### src/rtl/core/masq_pkg.sv
// ----------------------------------------------------------------------------
// masq_pkg
// Types, register indexes, reset values and drive tables shared by the
// microstep axis sequencer.
// ----------------------------------------------------------------------------
package masq_pkg;

  localparam logic OP_TICK = 1'b0;
  localparam logic OP_CMD  = 1'b1;

  localparam logic [1:0] DIR_STOP = 2'b00;
  localparam logic [1:0] DIR_FWD  = 2'b01;

  localparam int CFG_IDX_W = 3;
  localparam logic [CFG_IDX_W-1:0] CFG_ENC_RES    = 3'd0;
  localparam logic [CFG_IDX_W-1:0] CFG_POSTSCALE  = 3'd1;
  localparam logic [CFG_IDX_W-1:0] CFG_BACKLASH   = 3'd2;
  localparam logic [CFG_IDX_W-1:0] CFG_BL_FAST    = 3'd3;
  localparam logic [CFG_IDX_W-1:0] CFG_SIDEREAL   = 3'd4;
  localparam logic [CFG_IDX_W-1:0] CFG_FAST_PER   = 3'd5;

  localparam logic [30:0] RST_ENC_RES   = 31'd25559088;
  localparam logic [6:0]  RST_POSTSCALE = 7'd1;
  localparam logic [15:0] RST_BACKLASH  = 16'd2;
  localparam logic        RST_BL_FAST   = 1'b1;
  localparam logic [15:0] RST_SIDEREAL  = 16'd40960;
  localparam logic [15:0] RST_FAST_PER  = 16'd65286;

  localparam logic [3:0] WAVE_MAX_IDX = 4'd10;
  localparam logic [7:0] DUTY_FULL    = 8'hFF;

  typedef struct packed {
    logic [30:0] enc_res;
    logic [6:0]  postscale;
    logic [15:0] backlash_steps;
    logic        bl_fast_en;
    logic [15:0] sidereal_period;
    logic [15:0] fast_period;
  } cfg_t;

  typedef struct packed {
    logic        operation;
    logic        index_seen;
    logic [1:0]  direction;
    logic [15:0] step_period;
    logic        full_step;
    logic        goto_enable;
    logic [30:0] goto_target;
  } in_item_t;

  typedef struct packed {
    logic [7:0]  coil_pattern_a;
    logic [7:0]  coil_pattern_b;
    logic [7:0]  pwm_duty;
    logic [7:0]  pwm_complement;
    logic [30:0] position;
    logic [15:0] reload_period;
    logic        reload_absolute;
    logic        goto_reached;
    logic        index_captured;
    logic [30:0] index_position;
    logic        step_taken;
    logic [7:0]  full_step_pattern;
  } out_item_t;

  typedef struct packed {
    logic [6:0]  postscale_count;
    logic [15:0] backlash_count;
    logic [30:0] position;
    logic [2:0]  phase;
    logic [7:0]  pat_pri;
    logic [7:0]  pat_sec;
    logic [1:0]  dir;
    logic [15:0] period;
    logic        goto_armed;
    logic        full_step_mode;
    logic [30:0] captured;
    logic [30:0] goto_pos;
  } axis_state_t;

  function automatic logic [7:0] wave_value(input logic [3:0] k);
    logic [7:0] v;
    case (k)
      4'd0:    v = 8'd0;
      4'd1:    v = 8'd38;
      4'd2:    v = 8'd76;
      4'd3:    v = 8'd102;
      4'd4:    v = 8'd127;
      4'd5:    v = 8'd153;
      4'd6:    v = 8'd178;
      4'd7:    v = 8'd191;
      4'd8:    v = 8'd220;
      4'd9:    v = 8'd235;
      default: v = 8'd255;
    endcase
    return v;
  endfunction

  function automatic logic [7:0] coil_value(input logic [2:0] p);
    logic [7:0] v;
    case (p)
      3'd0:    v = 8'hf1;
      3'd1:    v = 8'hf3;
      3'd2:    v = 8'hf2;
      3'd3:    v = 8'hf6;
      3'd4:    v = 8'hf4;
      3'd5:    v = 8'hfc;
      3'd6:    v = 8'hf8;
      default: v = 8'hf9;
    endcase
    return v;
  endfunction

endpackage

### src/rtl/core/masq_cfg_regs.sv
// ----------------------------------------------------------------------------
// masq_cfg_regs
// Configuration register file, written one register per request.
// ----------------------------------------------------------------------------
module masq_cfg_regs (
  input  logic                             clk,
  input  logic                             rst_n,
  input  logic                             cfg_valid,
  output logic                             cfg_ready,
  input  logic [masq_pkg::CFG_IDX_W-1:0]   cfg_index,
  input  logic [30:0]                      cfg_data,
  output masq_pkg::cfg_t                   cfg
);
  import masq_pkg::*;

  cfg_t cfg_r;

  assign cfg_ready = 1'b1;
  assign cfg       = cfg_r;

  always_ff @(posedge clk) begin
    if (!rst_n) begin
      cfg_r.enc_res         <= RST_ENC_RES;
      cfg_r.postscale       <= RST_POSTSCALE;
      cfg_r.backlash_steps  <= RST_BACKLASH;
      cfg_r.bl_fast_en      <= RST_BL_FAST;
      cfg_r.sidereal_period <= RST_SIDEREAL;
      cfg_r.fast_period     <= RST_FAST_PER;
    end else if (cfg_valid) begin
      unique case (cfg_index)
        CFG_ENC_RES:   cfg_r.enc_res         <= cfg_data;
        CFG_POSTSCALE: cfg_r.postscale       <= cfg_data[6:0];
        CFG_BACKLASH:  cfg_r.backlash_steps  <= cfg_data[15:0];
        CFG_BL_FAST:   cfg_r.bl_fast_en      <= cfg_data[0];
        CFG_SIDEREAL:  cfg_r.sidereal_period <= cfg_data[15:0];
        CFG_FAST_PER:  cfg_r.fast_period     <= cfg_data[15:0];
        default: ;
      endcase
    end
  end

endmodule

### src/rtl/core/masq_step_logic.sv
// ----------------------------------------------------------------------------
// masq_step_logic
// Next-state and result logic for one request: command load, index capture,
// postscaler, backlash take-up, position wrap, microstep advance, goto arrival and PWM lookup.
// ----------------------------------------------------------------------------
module masq_step_logic #(
  parameter int MICROSTEPS = 20,
  parameter int IDXW       = $clog2(MICROSTEPS)
) (
  input  masq_pkg::cfg_t        cfg,
  input  masq_pkg::in_item_t    item,
  input  masq_pkg::axis_state_t st,
  input  logic [IDXW-1:0]       idx,
  output masq_pkg::axis_state_t st_nxt,
  output logic [IDXW-1:0]       idx_nxt,
  output masq_pkg::out_item_t   res
);
  import masq_pkg::*;

  localparam int MIRW = IDXW + 4;
  localparam logic [IDXW-1:0] LAST = IDXW'(MICROSTEPS - 1);
  localparam logic [IDXW-1:0] HALF = IDXW'(MICROSTEPS / 2);
  localparam logic [IDXW-1:0] MID  = IDXW'(MICROSTEPS / 2 - 1);

  axis_state_t     s;
  logic [IDXW-1:0] idx_n;
  logic            fwd;
  logic            took_up;
  logic            wrap;
  logic [6:0]      ps_dec;
  logic [31:0]     pos_inc;
  logic [IDXW:0]   idx_inc;
  logic [MIRW-1:0] mirror;
  logic [3:0]      wave_k;
  logic [7:0]      duty;
  logic [15:0]     reload;
  logic            absolute;
  logic            reached;
  logic            captured;
  logic            stepped;

  always_comb begin
    s        = st;
    idx_n    = idx;
    fwd      = (st.dir == DIR_FWD);
    ps_dec   = st.postscale_count - 7'd1;
    pos_inc  = {1'b0, st.position} + 32'd1;
    idx_inc  = {1'b0, idx} + {{IDXW{1'b0}}, 1'b1};
    took_up  = 1'b0;
    wrap     = 1'b0;
    reload   = 16'd0;
    absolute = 1'b0;
    reached  = 1'b0;
    captured = 1'b0;
    stepped  = 1'b0;
    if (item.operation == OP_CMD) begin
      s.dir            = item.direction;
      s.period         = item.step_period;
      s.full_step_mode = item.full_step;
      s.goto_armed     = item.goto_enable;
      s.goto_pos       = item.goto_target;
    end else if (st.dir != DIR_STOP) begin
      reload = st.period;
      if (item.index_seen && fwd) begin
        captured   = 1'b1;
        s.captured = st.position;
      end
      s.postscale_count = ps_dec;
      if (ps_dec == 7'd0) begin
        s.postscale_count = cfg.postscale;
        stepped           = 1'b1;
        if (fwd) begin
          if (st.backlash_count == 16'd0) begin
            s.position = (pos_inc >= {1'b0, cfg.enc_res}) ? 31'd0 : pos_inc[30:0];
          end else begin
            s.backlash_count = st.backlash_count - 16'd1;
            took_up          = 1'b1;
          end
        end else begin
          if (st.backlash_count == cfg.backlash_steps) begin
            if (st.position == 31'd0) begin
              s.position = (cfg.enc_res == 31'd0) ? 31'd0 : cfg.enc_res - 31'd1;
            end else begin
              s.position = st.position - 31'd1;
            end
          end else begin
            s.backlash_count = st.backlash_count + 16'd1;
            took_up          = 1'b1;
          end
        end
        if (took_up && cfg.bl_fast_en && !st.full_step_mode) begin
          reload            = cfg.fast_period;
          absolute          = 1'b1;
          s.postscale_count = 7'd1;
        end
        if (fwd) begin
          if (idx_inc >= (IDXW+1)'(MICROSTEPS)) begin
            idx_n     = '0;
            s.phase   = st.phase + 3'd2;
            s.pat_pri = coil_value(s.phase + 3'd1);
            s.pat_sec = coil_value(s.phase);
            wrap      = 1'b1;
          end else begin
            idx_n = idx_inc[IDXW-1:0];
          end
        end else begin
          if (idx == '0) begin
            idx_n     = LAST;
            s.phase   = st.phase - 3'd2;
            s.pat_pri = coil_value(s.phase + 3'd1);
            s.pat_sec = coil_value(s.phase + 3'd2);
            wrap      = 1'b1;
          end else begin
            idx_n = idx - {{(IDXW-1){1'b0}}, 1'b1};
          end
        end
        if (!wrap) begin
          if (idx_n == HALF) begin
            s.pat_sec = coil_value(st.phase + 3'd2);
          end else if (idx_n == MID) begin
            s.pat_sec = coil_value(st.phase);
          end
        end
        if (st.goto_armed && (st.goto_pos == s.position)) begin
          reached          = 1'b1;
          s.goto_armed     = 1'b0;
          s.period         = cfg.sidereal_period;
          s.dir            = (cfg.sidereal_period == 16'd0) ? DIR_STOP : DIR_FWD;
          s.full_step_mode = 1'b0;
        end
      end
    end

    mirror = (idx_n > HALF) ? (MIRW'(MICROSTEPS) - MIRW'(idx_n)) : MIRW'(idx_n);
    wave_k = (mirror > MIRW'(WAVE_MAX_IDX)) ? WAVE_MAX_IDX : mirror[3:0];
    duty   = wave_value(wave_k);

    res.coil_pattern_a    = s.pat_pri;
    res.coil_pattern_b    = s.pat_sec;
    res.pwm_duty          = duty;
    res.pwm_complement    = DUTY_FULL - duty;
    res.position          = s.position;
    res.reload_period     = reload;
    res.reload_absolute   = absolute;
    res.goto_reached      = reached;
    res.index_captured    = captured;
    res.index_position    = s.captured;
    res.step_taken        = stepped;
    res.full_step_pattern = s.full_step_mode ? ((idx_n < HALF) ? s.pat_pri : s.pat_sec)
                                             : 8'h00;
    st_nxt  = s;
    idx_nxt = idx_n;
  end

endmodule

### src/rtl/core/microstep_axis_sequencer_unit.sv
// ----------------------------------------------------------------------------
// microstep_axis_sequencer_unit
// Microstep sequencer for one mount axis: ticks and motion commands in,
// coil patterns, PWM duty, position and timer reload out.
// ----------------------------------------------------------------------------
// Usage:
// Each input request is either a period tick or a motion command. The block
// registers it in the input register, computes the axis state update from it
// combinationally and places exactly one result request in the output
// register, where the result holds until the receiver takes it. Throughput is
// one request per cycle while the receiver does not stall, set by the
// combinational state update between the input and output registers.
// The configuration channel is always ready and writes one register per
// request; write it only while no request is in flight.
// Reset (synchronous, active low) empties both registers, loads the default
// configuration and puts the axis at position zero moving forward at the
// sidereal period. When the receiver stalls, the result holds; the input
// register keeps taking one more request, then the input stalls too.
// ----------------------------------------------------------------------------
module microstep_axis_sequencer_unit #(
  parameter int MICROSTEPS = 20
) (
  input  logic                           clk,
  input  logic                           rst_n,
  input  logic                           in_valid,
  output logic                           in_stall,
  input  logic                           in_operation,
  input  logic                           in_index_seen,
  input  logic signed [1:0]              in_direction,
  input  logic [15:0]                    in_step_period,
  input  logic                           in_full_step,
  input  logic                           in_goto_enable,
  input  logic [30:0]                    in_goto_target,
  output logic                           out_valid,
  input  logic                           out_stall,
  output logic [7:0]                     out_coil_pattern_a,
  output logic [7:0]                     out_coil_pattern_b,
  output logic [7:0]                     out_pwm_duty,
  output logic [7:0]                     out_pwm_complement,
  output logic [30:0]                    out_position,
  output logic [15:0]                    out_reload_period,
  output logic                           out_reload_absolute,
  output logic                           out_goto_reached,
  output logic                           out_index_captured,
  output logic [30:0]                    out_index_position,
  output logic                           out_step_taken,
  output logic [7:0]                     out_full_step_pattern,
  input  logic                           cfg_valid,
  output logic                           cfg_ready,
  input  logic [masq_pkg::CFG_IDX_W-1:0] cfg_index,
  input  logic [30:0]                    cfg_data
);
  import masq_pkg::*;

  localparam int IDXW = $clog2(MICROSTEPS);

  cfg_t            cfg;
  in_item_t        a_item_r;
  logic            a_valid_r;
  axis_state_t     st_r;
  axis_state_t     st_nxt;
  logic [IDXW-1:0] idx_r;
  logic [IDXW-1:0] idx_nxt;
  out_item_t       res_nxt;
  out_item_t       out_item_r;
  logic            out_valid_r;
  logic            out_free;
  logic            fire;

  masq_cfg_regs u_cfg (
    .clk       (clk),
    .rst_n     (rst_n),
    .cfg_valid (cfg_valid),
    .cfg_ready (cfg_ready),
    .cfg_index (cfg_index),
    .cfg_data  (cfg_data),
    .cfg       (cfg)
  );

  masq_step_logic #(
    .MICROSTEPS (MICROSTEPS),
    .IDXW       (IDXW)
  ) u_step (
    .cfg     (cfg),
    .item    (a_item_r),
    .st      (st_r),
    .idx     (idx_r),
    .st_nxt  (st_nxt),
    .idx_nxt (idx_nxt),
    .res     (res_nxt)
  );

  assign out_free = !out_valid_r || !out_stall;
  assign fire     = a_valid_r && out_free;
  assign in_stall = a_valid_r && !out_free;

  always_ff @(posedge clk) begin
    if (!rst_n) begin
      a_valid_r            <= 1'b0;
      out_valid_r          <= 1'b0;
      idx_r                <= '0;
      st_r.postscale_count <= 7'd1;
      st_r.backlash_count  <= 16'd0;
      st_r.position        <= 31'd0;
      st_r.phase           <= 3'd0;
      st_r.pat_pri         <= 8'd0;
      st_r.pat_sec         <= 8'd0;
      st_r.dir             <= DIR_FWD;
      st_r.period          <= RST_SIDEREAL;
      st_r.goto_armed      <= 1'b0;
      st_r.full_step_mode  <= 1'b0;
      st_r.captured        <= 31'd0;
      st_r.goto_pos        <= 31'd0;
    end else begin
      if (!in_stall) begin
        a_valid_r            <= in_valid;
        a_item_r.operation   <= in_operation;
        a_item_r.index_seen  <= in_index_seen;
        a_item_r.direction   <= in_direction;
        a_item_r.step_period <= in_step_period;
        a_item_r.full_step   <= in_full_step;
        a_item_r.goto_enable <= in_goto_enable;
        a_item_r.goto_target <= in_goto_target;
      end
      if (out_free) begin
        out_valid_r <= a_valid_r;
      end
      if (fire) begin
        out_item_r <= res_nxt;
        st_r       <= st_nxt;
        idx_r      <= idx_nxt;
      end
    end
  end

  assign out_valid             = out_valid_r;
  assign out_coil_pattern_a    = out_item_r.coil_pattern_a;
  assign out_coil_pattern_b    = out_item_r.coil_pattern_b;
  assign out_pwm_duty          = out_item_r.pwm_duty;
  assign out_pwm_complement    = out_item_r.pwm_complement;
  assign out_position          = out_item_r.position;
  assign out_reload_period     = out_item_r.reload_period;
  assign out_reload_absolute   = out_item_r.reload_absolute;
  assign out_goto_reached      = out_item_r.goto_reached;
  assign out_index_captured    = out_item_r.index_captured;
  assign out_index_position    = out_item_r.index_position;
  assign out_step_taken        = out_item_r.step_taken;
  assign out_full_step_pattern = out_item_r.full_step_pattern;

endmodule

### config.mk
export PLATFORM = sky130hd
export DESIGN_NAME = microstep_axis_sequencer_unit
export DESIGN_NICKNAME = d
export VERILOG_FILES = /design/src/rtl/core/masq_pkg.sv /design/src/rtl/core/masq_cfg_regs.sv /design/src/rtl/core/masq_step_logic.sv /design/src/rtl/core/microstep_axis_sequencer_unit.sv
export SDC_FILE = /design/constraint.sdc
export NUM_CORES = 1
export LEC_CHECK = 0
export ABC_AREA = 1
export BUFFER_PORTS_ARGS = -buffer_cell sky130_fd_sc_hd__clkbuf_2
export CORE_MARGIN = 5
export CORE_UTILIZATION = 35
export DETAILED_ROUTE_END_ITERATION = 6
export GPL_TIMING_DRIVEN = 0
export MAX_ROUTING_LAYER = met4
export SLEW_MARGIN = 20
export SYNTH_ARGS = -nofsm -noshare
export SYNTH_HDL_FRONTEND = slang
export SYNTH_SLANG_ARGS = --single-unit
### constraint.sdc
create_clock -name clk -period 20 [get_ports clk]
set_input_delay 1 -clock clk [delete_from_list [all_inputs] [get_ports clk]]
set_output_delay 1 -clock clk [all_outputs]
set_load 0.02 [all_outputs]
==> results by group <==
Floorplan
  • Initial Util: 35.23%
  • Die Wd: ~270 microns
  • Total die area: 71430 sq um
  • Core area: 65750 sq um
  • Die Ht: 267.3 microns
  • I/O pin count: 217
  • # rows: 94

Power
  • VDD IR max: about 0.054 mV
  • Leak: 12.34 nW
  • PwrDens: 87.54 nW/um^2

Timing
  • Fin crit period: 5748 ps
  • Final setup fails: 0
  • Slew HR: 40.32%
  • Setup TNS: 0 ps
  • Skew final: 27.07 ps
  • Hold Fails Final Rpt: 0
  • Worst Setup Slack, final: 14250 ps
  • RSZ-0062 raised after global routing: no
  • Fin. max-slew vios: 0
  • Fmax achieved: 174.0 MHz
  • Worst-Margin Slew: 891.8 ps
  • Final period util: 28.74%
  • Hold slack: 457.3 ps

Route
  • Final ANT Viol Nets: 0
  • Final wirelength: 86060 microns
  • Vias: 22360
  • DRC errors left: 0
  • Routed vias/inst: about 5.1
  • Post-DR wirelength/cell: 19.57 microns
  • Initial drt markers: roughly 2400
  • Initial DRT Pass Iterations: 5

Critical path
  • Data required time of the worst path: 20460 ps
  • Crit path buf inv count: 4
  • R2r setup slk: 14250 ps
  • CP Capture Type: register
  • CP max stage cell: dfxtp_1
  • Max Fanout on Critical Path: 10
  • Crit Path Class: register to register
  • CP startpoint kind: register
  • Family with the most delay on the worst path: simple AND/OR/NAND/NOR gates
  • Worst Path Arrival: 6210 ps
  • Slowest cell delay on critical path: roughly 710 ps

Clock tree
  • Clk pin slew, worst setup/hold paths: 60 ps
  • CTS Hold Bufs: 0
  • TritonCTS clock tree: built
  • CTS max path bufs: 3
  • Gates resized, CTS repair: 0
  • Num CTS Buffers: 48
  • Worst-Skew Late Latency: 600 ps
  • Root buffer cell: clkbuf_16
  • Postcts setup bufs: 0
  • CTS Sinks: 422
  • H-tree depth: 2

Global routing
  • Vias in the first global route: roughly 21000
  • Global-route wire length before repair: 126800 microns
  • Largest net degree at the start of global routing: 54
  • Total global routing overflow: 0
  • Gr usage total: 23.88%
  • Initial antenna violation count: 3

Synth
  • Syn_area_per_cell: 7.196 sq um
  • Main synth FF type: dfxtp_1
  • Syn_nets: 3374
  • Syn Inst Count: 3219
  • EDFF count, synth: approximately 170
  • Seq/Total Area, Yosys: between 40 and 50%
  • Synth warnings: 0
  • Synth async-reset ratio: 0%
  • #FFs+latches synth: 422
  • Synth top area share: 22.43%
  • Area leader, netlist: edfxtp_1
  • Synth area leaders: edfxtp_1, dfxtp_1, nand2_1
  • Yosys cell types: 49
  • Post-Synthesis Cell Area: 23160 sq um

Place
  • Placed cells: approximately 4300
  • Dpl ws: 14380 ps
  • Dpl hpwl: between 60000 and 70000 microns
  • Placer Congestion: 1.018
  • Port bufs: approximately 220

Cells and area
  • Final Net Count: 3645
  • Area grow syn2layout: 16.77%
  • Util after Layout: 41.14%
  • Layout cells sized above 1: 10.88%
  • Cell Count, Final, Fillers Out: 4398

Outcome
  • Run status: finished, final reports clean

Worst hold path
  • Hold crit path type: register to register

Job
  • Max Cap Viol: 0
## through the flow
step / cell area (sq um) / power, W
after floorplan: 23160 / 0.001314
after global placement: 25320 / 0.001497
after detailed placement: 25470 / 0.001500
after CTS: 27030 / 0.002378
after global routing: 27040 / 0.002476
final: 27050 / 0.002368
## logic make-up (layout without fill, tap and decap cells)
| family | Yosys count | count (layout) | synth area share [%] |
|---|---|---|---|
| other | 1 | 5 | 0.01619 |
| AO/OA/AOI/OAI | 648 | 648 | 14.44 |
| buffers and inverters | 544 | 855 | 9.291 |
| flip-flops | 422 | 422 | 43.95 |
| XOR/XNOR | 69 | 69 | 2.609 |
| adder cells (fa/ha/maj) | 63 | 63 | 3.435 |
| AND/OR/NAND/NOR | 1471 | 1471 | 26.22 |
| multiplexers | 1 | 1 | 0.04321 |
## where the power goes
group / switching (W) / internal [W] / leakage [nW]
Sequential: 0.0000234 / 0.000948 / 3.69
Clock: 0.000373 / 0.000502 / 0.744
Combinational: 0.000378 / 0.000143 / 7.90
## sequential cells by signal, indices dropped and copies added (netlist names), 16 cells and up
register and flops:
u_cfg.cfg 87, out_reload_period 16, out_index_position 31, a_item_r 53
out_position 31, st_r 155
## final timing paths
kind / cells after the start / startpoint / endpoint
max: 28 / st_r[101]$_SDFFE_PN0P_ / st_r[77]$_SDFFE_PN1P_
min reg2reg: 2 / st_r[87]$_SDFFE_PN0P_ / st_r[87]$_SDFFE_PN0P_
min: 2 / st_r[87]$_SDFFE_PN0P_ / st_r[87]$_SDFFE_PN0P_
max reg2reg: 28 / st_r[101]$_SDFFE_PN0P_ / st_r[77]$_SDFFE_PN1P_
## placed cells by master (no fill, tap or decap), types with 33 or more instances in the layout
master,n
ha_1,62
dfxtp_1,249
clkbuf_1,108
buf_2,34
edfxtp_1,173
nor2_1,457
xor2_1,48
a21oi_1,247
nand3_1,224
clkbuf_2,216
clkbuf_16,49
inv_1,383
nand4_1,33
o21ai_0,345
nand2_1,698
## worst register-to-register path, delay by kind of cell (launching register included)
family,cells,cell delay (ps)
XOR/XNOR,1,370
flip-flops,1,710
AO/OA/AOI/OAI,1,140
adder cells (fa/ha/maj),1,320
buffers and inverters,4,860
AND/OR/NAND/NOR,21,3220
## metal layers
metal | vias to the layer above | track usage, % | wire (microns)
met4 | 0 | 8.140 | 3380
met1 | 10380 | 31.50 | 37500
li1 | 11050 | - | -
met3 | 160 | 3.381 | 5652
met2 | 763 | 37.96 | 39530
met5 | - | - | 0
## synth_stat cells (10+ instances only)
master and number:
clkbuf_1 93, o21ai_1 12, nor3_1 14, a21oi_1 247, xnor2_1 21, nand4_1 33, nor2_1 458, dfxtp_1 249
nor2_2 12, o21ai_0 345, nand2_1 698, buf_2 34, ha_1 62, edfxtp_1 173, nand3_1 224, xor2_1 48
inv_1 384, inv_2 10, o211ai_1 15
## layout make-up
class / count / area, sq um
well taps: 864 / 1081
multi-input cells: 2253 / 10840
repair buffers: 221 / 1219
clock inverters: 23 / 244.0
clock buffers: 67 / 1314
fillers: 6925 / 38700
inverters: 398 / 1496
plain buffers: 146 / 659.4
flip-flops and latches: 422 / 10180
diodes: 4 / 10.01
Note: power is estimated with default switching activity, not from simulation.
